$ cat src/design/lkvc_pkg.sv
// ----------------------------------------------------------------------------
// lkvc_pkg: shared types and constants of the LRU key-value cache
// Field widths, request codes, sequencer states and scan status flags.
// ----------------------------------------------------------------------------
package lkvc_pkg;

	localparam int KEY_W     = 32;
	localparam int VAL_W     = 32;
	localparam int CFG_W     = 5;
	localparam logic [CFG_W-1:0] CFG_RESET = 5'd16;

	// request kinds
	localparam logic OP_GET = 1'b0;
	localparam logic OP_PUT = 1'b1;

	// value returned when no stored value is read
	localparam logic signed [VAL_W-1:0] MISS_VALUE = -32'sd1;

	typedef enum logic [1:0] {
		ST_IDLE,
		ST_SCAN,
		ST_UPDATE
	} state_t;

	// what the sweep over the entries found
	typedef struct packed {
		logic done;        // last entry compared this cycle
		logic hit;         // key present in a valid entry
		logic free_found;  // at least one invalid entry
		logic lru_found;   // valid entry with the oldest rank
	} scan_flags_t;

endpackage

$ cat src/design/lkvc_if.sv
// ----------------------------------------------------------------------------
// lkvc_if: request and response channels of the LRU key-value cache
// Valid/ready channels; a beat moves when valid and ready are both high.
// ----------------------------------------------------------------------------
interface lkvc_req_if;
	logic                                valid;
	logic                                ready;
	logic                                op;
	logic [lkvc_pkg::KEY_W-1:0]          req_key;
	logic signed [lkvc_pkg::VAL_W-1:0]   write_value;

	modport source (output valid, op, req_key, write_value, input ready);
	modport sink   (input valid, op, req_key, write_value, output ready);
endinterface

interface lkvc_rsp_if;
	logic                                valid;
	logic                                ready;
	logic                                hit;
	logic signed [lkvc_pkg::VAL_W-1:0]   read_value;
	logic                                evicted;
	logic [lkvc_pkg::KEY_W-1:0]          evicted_key;

	modport source (output valid, hit, read_value, evicted, evicted_key, input ready);
	modport sink   (input valid, hit, read_value, evicted, evicted_key, output ready);
endinterface

$ cat src/design/lkvc_ram.sv
// ----------------------------------------------------------------------------
// lkvc_ram: generic simple dual-port RAM
// One write port, one read port with registered read data.
// ----------------------------------------------------------------------------
module lkvc_ram #(
	parameter int WIDTH = 64,
	parameter int DEPTH = 16
) (
	input  logic                                   clk,
	input  logic                                   we,
	input  logic [(DEPTH > 1 ? $clog2(DEPTH) : 1)-1:0] waddr,
	input  logic [WIDTH-1:0]                       wdata,
	input  logic [(DEPTH > 1 ? $clog2(DEPTH) : 1)-1:0] raddr,
	output logic [WIDTH-1:0]                       rdata
);

	logic [WIDTH-1:0] mem_q [DEPTH];

	always_ff @(posedge clk) begin
		if (we) begin
			mem_q[waddr] <= wdata;
		end
		rdata <= mem_q[raddr];
	end

endmodule

$ cat src/design/lkvc_scan.sv
// ----------------------------------------------------------------------------
// lkvc_scan: entry sweep with one shared key comparator
// Walks the entry RAM one address a cycle and records the hit slot, the
// first free slot and the least recent slot.
// ----------------------------------------------------------------------------
module lkvc_scan #(
	parameter int ENTRIES = 16
) (
	input  logic                                         clk,
	input  logic                                         arst_n,
	input  logic                                         start,
	input  logic [lkvc_pkg::KEY_W-1:0]                   req_key,
	input  logic [$clog2(ENTRIES+1)-1:0]                 occ,
	// entry RAM read side
	output logic [(ENTRIES > 1 ? $clog2(ENTRIES) : 1)-1:0] rd_addr,
	input  logic [lkvc_pkg::KEY_W+lkvc_pkg::VAL_W-1:0]   rd_data,
	// per-entry state of the entry under compare
	output logic [(ENTRIES > 1 ? $clog2(ENTRIES) : 1)-1:0] cmp_idx,
	input  logic                                         cmp_valid,
	input  logic [(ENTRIES > 1 ? $clog2(ENTRIES) : 1)-1:0] cmp_rank,
	// results
	output lkvc_pkg::scan_flags_t                        flags,
	output logic [(ENTRIES > 1 ? $clog2(ENTRIES) : 1)-1:0] hit_slot,
	output logic [(ENTRIES > 1 ? $clog2(ENTRIES) : 1)-1:0] hit_rank,
	output logic [lkvc_pkg::VAL_W-1:0]                   hit_value,
	output logic [(ENTRIES > 1 ? $clog2(ENTRIES) : 1)-1:0] free_slot,
	output logic [(ENTRIES > 1 ? $clog2(ENTRIES) : 1)-1:0] lru_slot,
	output logic [lkvc_pkg::KEY_W-1:0]                   lru_key
);

	localparam int IW = (ENTRIES > 1) ? $clog2(ENTRIES) : 1;
	localparam int CW = $clog2(ENTRIES + 1);
	localparam logic [IW-1:0] LAST = IW'(ENTRIES - 1);

	logic          busy_q;
	logic [IW-1:0] rd_idx_q;
	logic          cmp_vld_s1;
	logic [IW-1:0] cmp_idx_s1;
	logic          hit_q;
	logic          free_q;
	logic          lru_q;
	logic [lkvc_pkg::KEY_W-1:0] ent_key;
	logic [lkvc_pkg::VAL_W-1:0] ent_value;
	logic          key_match;
	logic          lru_match;

	assign ent_key   = rd_data[lkvc_pkg::KEY_W+lkvc_pkg::VAL_W-1:lkvc_pkg::VAL_W];
	assign ent_value = rd_data[lkvc_pkg::VAL_W-1:0];
	assign key_match = cmp_valid && (ent_key == req_key);
	assign lru_match = cmp_valid && (CW'(cmp_rank) == (occ - CW'(1)));

	assign rd_addr = rd_idx_q;
	assign cmp_idx = cmp_idx_s1;

	// address counter and compare stage
	always_ff @(posedge clk or negedge arst_n) begin
		if (!arst_n) begin
			busy_q     <= 1'b0;
			rd_idx_q   <= '0;
			cmp_vld_s1 <= 1'b0;
			cmp_idx_s1 <= '0;
		end else begin
			cmp_vld_s1 <= busy_q;
			cmp_idx_s1 <= rd_idx_q;
			if (start) begin
				busy_q   <= 1'b1;
				rd_idx_q <= '0;
			end else if (busy_q) begin
				rd_idx_q <= rd_idx_q + IW'(1);
				if (rd_idx_q == LAST) begin
					busy_q <= 1'b0;
				end
			end
		end
	end

	// capture the first qualifying entry of each kind
	always_ff @(posedge clk or negedge arst_n) begin
		if (!arst_n) begin
			hit_q  <= 1'b0;
			free_q <= 1'b0;
			lru_q  <= 1'b0;
		end else if (start) begin
			hit_q  <= 1'b0;
			free_q <= 1'b0;
			lru_q  <= 1'b0;
		end else if (cmp_vld_s1) begin
			if (key_match && !hit_q) begin
				hit_q <= 1'b1;
			end
			if (!cmp_valid && !free_q) begin
				free_q <= 1'b1;
			end
			if (lru_match && !lru_q) begin
				lru_q <= 1'b1;
			end
		end
	end

	always_ff @(posedge clk) begin
		if (cmp_vld_s1) begin
			if (key_match && !hit_q) begin
				hit_slot  <= cmp_idx_s1;
				hit_rank  <= cmp_rank;
				hit_value <= ent_value;
			end
			if (!cmp_valid && !free_q) begin
				free_slot <= cmp_idx_s1;
			end
			if (lru_match && !lru_q) begin
				lru_slot <= cmp_idx_s1;
				lru_key  <= ent_key;
			end
		end
	end

	assign flags.done       = cmp_vld_s1 && (cmp_idx_s1 == LAST);
	assign flags.hit        = hit_q;
	assign flags.free_found = free_q;
	assign flags.lru_found  = lru_q;

endmodule

$ cat src/design/lru_key_value_cache.sv
// ----------------------------------------------------------------------------
// lru_key_value_cache: fully associative key-value store with LRU replacement
// Gets and puts on 32-bit keys; a put that misses on a full cache evicts the least
// recent entry and reports its key.
// ----------------------------------------------------------------------------
// Each request passes through accept, the registered RAM read, one compare per entry
//   on the single key comparator and the commit; the next request is accepted only
//   after the commit, which waits while an untaken response is held.
// A response waiting in the output register does not block the next request.
// Reset clears all valid bits, ranks and the occupancy count at once and
//   sets the capacity register to 16; key and value storage is not cleared.
// ----------------------------------------------------------------------------
module lru_key_value_cache #(
	parameter int ENTRIES = 16
) (
	input  logic                        clk,
	input  logic                        arst_n,
	input  logic                        cfg_we,
	input  logic [lkvc_pkg::CFG_W-1:0]  cfg_wdata,
	lkvc_req_if.sink                    req,
	lkvc_rsp_if.source                  rsp
);

	localparam int IW   = (ENTRIES > 1) ? $clog2(ENTRIES) : 1;
	localparam int CW   = $clog2(ENTRIES + 1);
	localparam int WIDE = (CW > lkvc_pkg::CFG_W) ? CW : lkvc_pkg::CFG_W;
	localparam int DW   = lkvc_pkg::KEY_W + lkvc_pkg::VAL_W;

	// configuration and cache state
	logic [lkvc_pkg::CFG_W-1:0] cap_q;
	logic [ENTRIES-1:0]         valid_q;
	logic [IW-1:0]              rank_q [ENTRIES];
	logic [CW-1:0]              occ_q;

	// request held for the whole sweep
	logic                              op_q;
	logic [lkvc_pkg::KEY_W-1:0]        key_q;
	logic [lkvc_pkg::VAL_W-1:0]        wval_q;

	// response register
	logic                              rsp_valid_q;
	logic                              rsp_hit_q;
	logic [lkvc_pkg::VAL_W-1:0]        rsp_rval_q;
	logic                              rsp_ev_q;
	logic [lkvc_pkg::KEY_W-1:0]        rsp_evk_q;

	lkvc_pkg::state_t state_q, state_d;

	logic req_beat;
	logic commit;

	// scan interface
	logic [IW-1:0]  rd_addr;
	logic [DW-1:0]  rd_data;
	logic [IW-1:0]  cmp_idx;
	lkvc_pkg::scan_flags_t flags;
	logic [IW-1:0]  hit_slot;
	logic [IW-1:0]  hit_rank;
	logic [lkvc_pkg::VAL_W-1:0] hit_value;
	logic [IW-1:0]  free_slot;
	logic [IW-1:0]  lru_slot;
	logic [lkvc_pkg::KEY_W-1:0] lru_key;

	// commit decisions
	logic [WIDE-1:0] cap_eff;
	logic           do_fill;
	logic           do_evict;
	logic           self_evict;
	logic           do_promote;
	logic           age_all;
	logic [IW-1:0]  slot;
	logic [IW-1:0]  old_rank;
	logic           ram_we;
	logic [lkvc_pkg::VAL_W-1:0] nxt_rval;
	logic           nxt_ev;
	logic [lkvc_pkg::KEY_W-1:0] nxt_evk;

	assign req_beat = req.valid && req.ready;

	// ---------------------------------------------------------------- sequencer
	always_comb begin
		state_d = state_q;
		unique case (state_q)
			lkvc_pkg::ST_IDLE: begin
				if (req_beat) begin
					state_d = lkvc_pkg::ST_SCAN;
				end
			end
			lkvc_pkg::ST_SCAN: begin
				if (flags.done) begin
					state_d = lkvc_pkg::ST_UPDATE;
				end
			end
			lkvc_pkg::ST_UPDATE: begin
				if (commit) begin
					state_d = lkvc_pkg::ST_IDLE;
				end
			end
			default: state_d = lkvc_pkg::ST_IDLE;
		endcase
	end

	// Accept only in idle; commit once the response register is free or drains.
	always_comb begin
		req.ready = 1'b0;
		commit    = 1'b0;
		unique case (state_q)
			lkvc_pkg::ST_IDLE:   req.ready = 1'b1;
			lkvc_pkg::ST_SCAN:   ;
			lkvc_pkg::ST_UPDATE: commit = !rsp_valid_q || rsp.ready;
			default:             ;
		endcase
	end

	always_ff @(posedge clk or negedge arst_n) begin
		if (!arst_n) begin
			state_q <= lkvc_pkg::ST_IDLE;
		end else begin
			state_q <= state_d;
		end
	end

	// ---------------------------------------------------------------- config
	always_ff @(posedge clk or negedge arst_n) begin
		if (!arst_n) begin
			cap_q <= lkvc_pkg::CFG_RESET;
		end else if (cfg_we) begin
			cap_q <= cfg_wdata;
		end
	end

	// Hold the request beat for the duration of the sweep.
	always_ff @(posedge clk) begin
		if (req_beat) begin
			op_q   <= req.op;
			key_q  <= req.req_key;
			wval_q <= req.write_value;
		end
	end

	// ---------------------------------------------------------------- storage
	lkvc_ram #(
		.WIDTH (DW),
		.DEPTH (ENTRIES)
	) u_ram (
		.clk   (clk),
		.we    (ram_we),
		.waddr (slot),
		.wdata ({key_q, wval_q}),
		.raddr (rd_addr),
		.rdata (rd_data)
	);

	lkvc_scan #(
		.ENTRIES (ENTRIES)
	) u_scan (
		.clk       (clk),
		.arst_n    (arst_n),
		.start     (req_beat),
		.req_key   (key_q),
		.occ       (occ_q),
		.rd_addr   (rd_addr),
		.rd_data   (rd_data),
		.cmp_idx   (cmp_idx),
		.cmp_valid (valid_q[cmp_idx]),
		.cmp_rank  (rank_q[cmp_idx]),
		.flags     (flags),
		.hit_slot  (hit_slot),
		.hit_rank  (hit_rank),
		.hit_value (hit_value),
		.free_slot (free_slot),
		.lru_slot  (lru_slot),
		.lru_key   (lru_key)
	);

	// ---------------------------------------------------------------- decisions
	// Clamp the capacity register to the number of slots.
	assign cap_eff = (WIDE'(cap_q) < WIDE'(ENTRIES)) ? WIDE'(cap_q) : WIDE'(ENTRIES);

	always_comb begin
		do_fill    = 1'b0;
		do_evict   = 1'b0;
		self_evict = 1'b0;
		if (!flags.hit && op_q == lkvc_pkg::OP_PUT) begin
			priority if (WIDE'(occ_q) < cap_eff) begin
				do_fill = flags.free_found;
			end else if (occ_q == '0) begin
				// zero capacity and empty: the put evicts itself
				self_evict = 1'b1;
			end else begin
				do_evict = flags.lru_found;
			end
		end
	end

	always_comb begin
		slot       = hit_slot;
		old_rank   = hit_rank;
		age_all    = 1'b0;
		do_promote = flags.hit;
		ram_we     = 1'b0;
		nxt_rval   = lkvc_pkg::MISS_VALUE;
		nxt_ev     = 1'b0;
		nxt_evk    = '0;
		if (flags.hit) begin
			ram_we = commit && (op_q == lkvc_pkg::OP_PUT);
			if (op_q == lkvc_pkg::OP_GET) begin
				nxt_rval = hit_value;
			end
		end else if (do_fill) begin
			slot       = free_slot;
			age_all    = 1'b1;
			do_promote = 1'b1;
			ram_we     = commit;
		end else if (do_evict) begin
			slot       = lru_slot;
			old_rank   = IW'(occ_q - CW'(1));
			do_promote = 1'b1;
			ram_we     = commit;
			nxt_ev     = 1'b1;
			nxt_evk    = lru_key;
		end else if (self_evict) begin
			nxt_ev  = 1'b1;
			nxt_evk = key_q;
		end
	end

	// ---------------------------------------------------------------- commit
	// Promote the slot to rank zero; age newer valid entries, or all on a fill.
	always_ff @(posedge clk or negedge arst_n) begin
		if (!arst_n) begin
			valid_q <= '0;
			occ_q   <= '0;
			for (int i = 0; i < ENTRIES; i++) begin
				rank_q[i] <= '0;
			end
		end else if (commit) begin
			if (do_fill) begin
				valid_q[slot] <= 1'b1;
				occ_q         <= occ_q + CW'(1);
			end
			if (do_promote) begin
				for (int i = 0; i < ENTRIES; i++) begin
					if (IW'(i) == slot) begin
						rank_q[i] <= '0;
					end else if (valid_q[i] && (age_all || rank_q[i] < old_rank)) begin
						rank_q[i] <= rank_q[i] + IW'(1);
					end
				end
			end
		end
	end

	// Load the response register on commit; drop it once the beat is taken.
	always_ff @(posedge clk or negedge arst_n) begin
		if (!arst_n) begin
			rsp_valid_q <= 1'b0;
		end else if (commit) begin
			rsp_valid_q <= 1'b1;
		end else if (rsp.ready) begin
			rsp_valid_q <= 1'b0;
		end
	end

	always_ff @(posedge clk) begin
		if (commit) begin
			rsp_hit_q  <= flags.hit;
			rsp_rval_q <= nxt_rval;
			rsp_ev_q   <= nxt_ev;
			rsp_evk_q  <= nxt_evk;
		end
	end

	assign rsp.valid       = rsp_valid_q;
	assign rsp.hit         = rsp_hit_q;
	assign rsp.read_value  = rsp_rval_q;
	assign rsp.evicted     = rsp_ev_q;
	assign rsp.evicted_key = rsp_evk_q;

endmodule
$ cat src/flat_wrapper.sv
// flat-port wrapper written by rule: the top's interface ports become plain ports
module lru_key_value_cache_flat 
#(
	parameter int ENTRIES = 16
)
  (clk, arst_n, cfg_we, cfg_wdata, req_valid, req_op, req_req_key, req_write_value, req_ready, rsp_valid, rsp_hit, rsp_read_value, rsp_evicted, rsp_evicted_key, rsp_ready);
  lkvc_req_if req_i ();
  lkvc_rsp_if rsp_i ();
  input  logic clk;
  input  logic arst_n;
  input  logic cfg_we;
  input  logic [lkvc_pkg::CFG_W-1:0] cfg_wdata;
  input wire logic [$bits(req_i.valid)-1:0] req_valid;
  input wire logic [$bits(req_i.op)-1:0] req_op;
  input wire logic [$bits(req_i.req_key)-1:0] req_req_key;
  input wire logic [$bits(req_i.write_value)-1:0] req_write_value;
  output wire logic [$bits(req_i.ready)-1:0] req_ready;
  output wire logic [$bits(rsp_i.valid)-1:0] rsp_valid;
  output wire logic [$bits(rsp_i.hit)-1:0] rsp_hit;
  output wire logic [$bits(rsp_i.read_value)-1:0] rsp_read_value;
  output wire logic [$bits(rsp_i.evicted)-1:0] rsp_evicted;
  output wire logic [$bits(rsp_i.evicted_key)-1:0] rsp_evicted_key;
  input wire logic [$bits(rsp_i.ready)-1:0] rsp_ready;
  assign req_i.valid = req_valid;
  assign req_i.op = req_op;
  assign req_i.req_key = req_req_key;
  assign req_i.write_value = req_write_value;
  assign req_ready = req_i.ready;
  assign rsp_valid = rsp_i.valid;
  assign rsp_hit = rsp_i.hit;
  assign rsp_read_value = rsp_i.read_value;
  assign rsp_evicted = rsp_i.evicted;
  assign rsp_evicted_key = rsp_i.evicted_key;
  assign rsp_i.ready = rsp_ready;
  lru_key_value_cache #(.ENTRIES(ENTRIES)) u_core (.clk(clk), .arst_n(arst_n), .cfg_we(cfg_we), .cfg_wdata(cfg_wdata), .req(req_i), .rsp(rsp_i));
endmodule
$ cat config.mk
export PLATFORM = sky130hd
export DESIGN_NAME = lru_key_value_cache_flat
export DESIGN_NICKNAME = d
export VERILOG_FILES = /design/src/design/lkvc_pkg.sv /design/src/design/lkvc_if.sv /design/src/design/lkvc_ram.sv /design/src/design/lkvc_scan.sv /design/src/design/lru_key_value_cache.sv /design/src/flat_wrapper.sv
export SDC_FILE = /design/constraint.sdc
export NUM_CORES = 2
export LEC_CHECK = 0
export BUFFER_PORTS_ARGS = -buffer_cell sky130_fd_sc_hd__buf_2
export CORE_MARGIN = 5
export CORE_UTILIZATION = 56
export DETAILED_ROUTE_END_ITERATION = 10
export GPL_TIMING_DRIVEN = 1
export HOLD_SLACK_MARGIN = 0.1
export PLACE_DENSITY_LB_ADDON = 0.12
export SLEW_MARGIN = 20
export SYNTH_ARGS = -nofsm -noshare
export SYNTH_HDL_FRONTEND = slang
export SYNTH_SLANG_ARGS = --single-unit
$ cat constraint.sdc
create_clock -name clk -period 10.84 [get_ports clk]
set_input_delay 2.168 -clock clk [delete_from_list [all_inputs] [get_ports clk]]
set_output_delay 2.168 -clock clk [all_outputs]
set_load 0.01 [all_outputs]
==> impl_metrics.env <==
export IMPL_synth_enable_flop_cells=1235
export IMPL_globalRouteOverflowTotal=0
export IMPL_crit_start="u_core.occ_q[0]"
export IMPL_final_area_um2=61300
export IMPL_drc_errors=0
export IMPL_clkTransAtPathRegs_ps=70
export IMPL_coreArea_um2=96300
export IMPL_async_flop_share_pct=7.54
export IMPL_synth_ff_type="edfxtp_1"
export IMPL_cts_buffers=142
export IMPL_num_nets_final=2944
export IMPL_io_buffer_count=142
export IMPL_p_sw_mw=3.67
export IMPL_die_w_um=321
export IMPL_r2r_slack_ps=5500
export IMPL_place_area_um2=56600
export IMPL_final_common_cell="edfxtp_1"
export IMPL_slew_headroom_pct=23.6
export IMPL_vias=26600
export IMPL_clk_latency_ps=740
export IMPL_cp_endpoint="u_core.u_ram.mem_q[3][2]"
export IMPL_firstDrtPassIters=6
export IMPL_cp_arrival_ps=5680
export IMPL_root_buffer="clkbuf_16"
export IMPL_initial_utilization_pct=56.2
export IMPL_antenna_found_initial=4
export IMPL_worst_slew_pin_slew_ps=1140
export IMPL_place_ws_ps=5270
export IMPL_finClkSkew_ps=23.3
export IMPL_fin_cells=4206
export IMPL_drv_cap=0
export IMPL_p_seq_share_pct=47.1
export IMPL_drv_slew=0
export IMPL_fp_row_count=114
export IMPL_yosysSeqAreaShare_pct=75.8
export IMPL_crit_path_max_fanout=41
export IMPL_grt_pass1_vias=27600
export IMPL_finalSetupViolations=0
export IMPL_fin_crit_sh_pct=49.2
export IMPL_r2r_start="u_core.occ_q[0]"
export IMPL_p_leak_nw=20.2
export IMPL_dpl_hpwl_um=67500
export IMPL_worst_slack_ps=5500
export IMPL_r2r_cells=11
export IMPL_cts_setup_buffers=0
export IMPL_antenna_left=0
export IMPL_reg2reg_to="u_core.u_ram.mem_q[3][2]"
export IMPL_synth_cell_types=57
export IMPL_dieArea_um2=103000
export IMPL_p_int_mw=10.5
export IMPL_utilization_pct=63.6
export IMPL_cts_resized=0
export IMPL_yosys_warnings=0
export IMPL_area_delta_synth_final_pct=13.2
export IMPL_hold_buffers=0
export IMPL_clk_path_buf_depth=3
export IMPL_min_path_type="flop to flop"
export IMPL_dp_cells=3944
export IMPL_hold_viol=0
export IMPL_syn_avg_cell_area_um2=20.9
export IMPL_place_gp_congestion=0.858
export IMPL_startpoint_type="flop"
export IMPL_pwr_share_clk_pct=34.2
export IMPL_period_minus_slack_ps=5340
export IMPL_total_power_mw=14.2
export IMPL_diodes=0
export IMPL_worstSetupEndpointType="flop"
export IMPL_cts_sinks=1405
export IMPL_grt_pass1_wl_um=181000
export IMPL_rsz0062_at_grt="no"
export IMPL_switching_share_pct=25.9
export IMPL_status="complete, no violations"
export IMPL_h_tree_depth=4
export IMPL_ys_seq_elements=1405
export IMPL_die_height_um=321
export IMPL_crit_type="flop to flop"
export IMPL_final_cell_mix="edfxtp_1, mux4_2, clkbuf_16, buf_2, nand2_1"
export IMPL_routedWlPerCell_um=28.7
export IMPL_yosysTopAreaCellShare_pct=68.5
export IMPL_grt_start_max_net_pins=140
export IMPL_combPwrFrac_pct=18.7
export IMPL_peakVddDrop_v=0.000228
export IMPL_cts_tree="built"
export IMPL_synthCells=2592
export IMPL_syn_area_um2=54100
export IMPL_tns_ps=0
export IMPL_drive_above_1_share_pct=28.0
export IMPL_clock_fmax_mhz=187
export IMPL_synth_area_leader_cell="edfxtp_1"
export IMPL_critPathRequiredTime_ps=11190
export IMPL_grt_usage_pct=23.8
export IMPL_power_density_nw_per_um2=231
export IMPL_vias_per_cell=6.33
export IMPL_io_pins=143
export IMPL_synth_net_count=2723
export IMPL_drtIter0Drc=3243
export IMPL_fin_hold_ws_ps=402
export IMPL_synthTopCellsByArea="edfxtp_1, mux4_2, dfrtp_1"
export IMPL_finalWirelength_um=121000
-- synthesized netlist by cell type, drive strengths merged (15+ instances only) --
| library cell | count |
|---|---|
| o21ai | 16 |
| a21oi | 45 |
| ha | 56 |
| a221oi | 20 |
| dfxtp | 64 |
| nor2 | 56 |
| dfrtp | 105 |
| mux2 | 17 |
| nor4 | 15 |
| o211ai | 50 |
| clkbuf | 79 |
| o21bai | 29 |
| nand3 | 44 |
| nand2 | 133 |
| buf | 39 |
| or4 | 21 |
| nand2b | 38 |
| xor2 | 33 |
| edfxtp | 1235 |
| nand4 | 21 |
| inv | 24 |
| mux4 | 341 |
| a21o | 17 |
-- state kept, by name (all words and copies together) (netlist names), 2 cells and up --
signal and cells:
u_core.rsp.evicted_key 32, u_core.u_ram.rdata 64, u_core.valid_q 16, u_core.u_scan.free_slot 4, u_core.u_scan.hit_rank 4, u_core.u_scan.hit_slot 4, u_core.rank_q 64, u_core.u_scan.lru_key 32
u_core.u_ram.mem_q 1024, u_core.wval_q 32, u_core.u_scan.cmp_idx 4, u_core.u_scan.lru_slot 4, u_core.key_q 32, u_core.state_q 2, u_core.rsp.read_value 32, u_core.occ_q 5
u_core.u_scan.rd_addr 4, u_core.cap_q 5, u_core.u_scan.hit_value 32
-- kinds of logic (layout without fill, tap and decap cells) --
group,count (synthesis),count (layout),synth area share [%]
compound gates,221,221,3.21
xor+xnor,45,45,0.728
fa+ha+maj,56,56,1.29
buf+inv,142,480,1.03
flops,1405,1405,75.8
mux,366,366,14.7
simple gates,357,357,3.28
-- metal layers --
metal | track usage, % | routed length (µm) | up-vias
met5 | 0 | 0 | -
met4 | 7.65 | 3510 | 0
met3 | 4.10 | 8550 | 210
met2 | 37.5 | 58900 | 1117
met1 | 34.9 | 49900 | 14100
li1 | - | - | 11200
-- layout make-up --
class / instances / area [µm²]
clock buffer: 197 / 4040
clock inverter: 64 / 617
fill: 6477 / 35000
inverter: 24 / 90.1
multi-input combinational: 1045 / 12800
sequential: 1405 / 41000
tap: 1276 / 1600
timing repair buffer: 195 / 1140
-- worst min path at each step --
| stage | depth (start not counted) | startpoint | to |
|---|---|---|---|
| finish | 0 | u_core.u_ram.rdata[0] | u_core.u_scan.hit_value[0] |
| global route | 0 | u_core.u_ram.rdata[0] | u_core.u_scan.hit_value[0] |
| CTS | 0 | u_core.u_ram.rdata[3] | u_core.u_scan.hit_value[3] |
| detailed placement | 0 | u_core.u_ram.rdata[3] | u_core.u_scan.hit_value[3] |
| global placement | 0 | u_core.u_ram.rdata[29] | u_core.u_scan.hit_value[29] |
| floorplan | 0 | u_core.u_scan.rd_addr[2] | u_core.u_scan.cmp_idx[2] |
-- power by group through the flow --
stage	sequential, mW	combinational [mW]	clock (mW)
after floorplan	6.49	2.15	0
after global placement	6.78	2.68	0
after detailed placement	6.80	2.70	0
after CTS	6.69	2.71	4.93
after global routing	6.72	2.84	5.18
final	6.68	2.65	4.85
-- worst max-delay path: stages (launching register included) --
cell and delay [ps]:
dfrtp_1 480, inv_1 190, ha_1 180, nor4b_2 450
nand2b_1 300, nor3_4 50, buf_4 330, a221o_1 560
nor4_2 470, nand2_1 250, nor2_4 800, buf_4 760
Power figures use the tool's default switching activity.
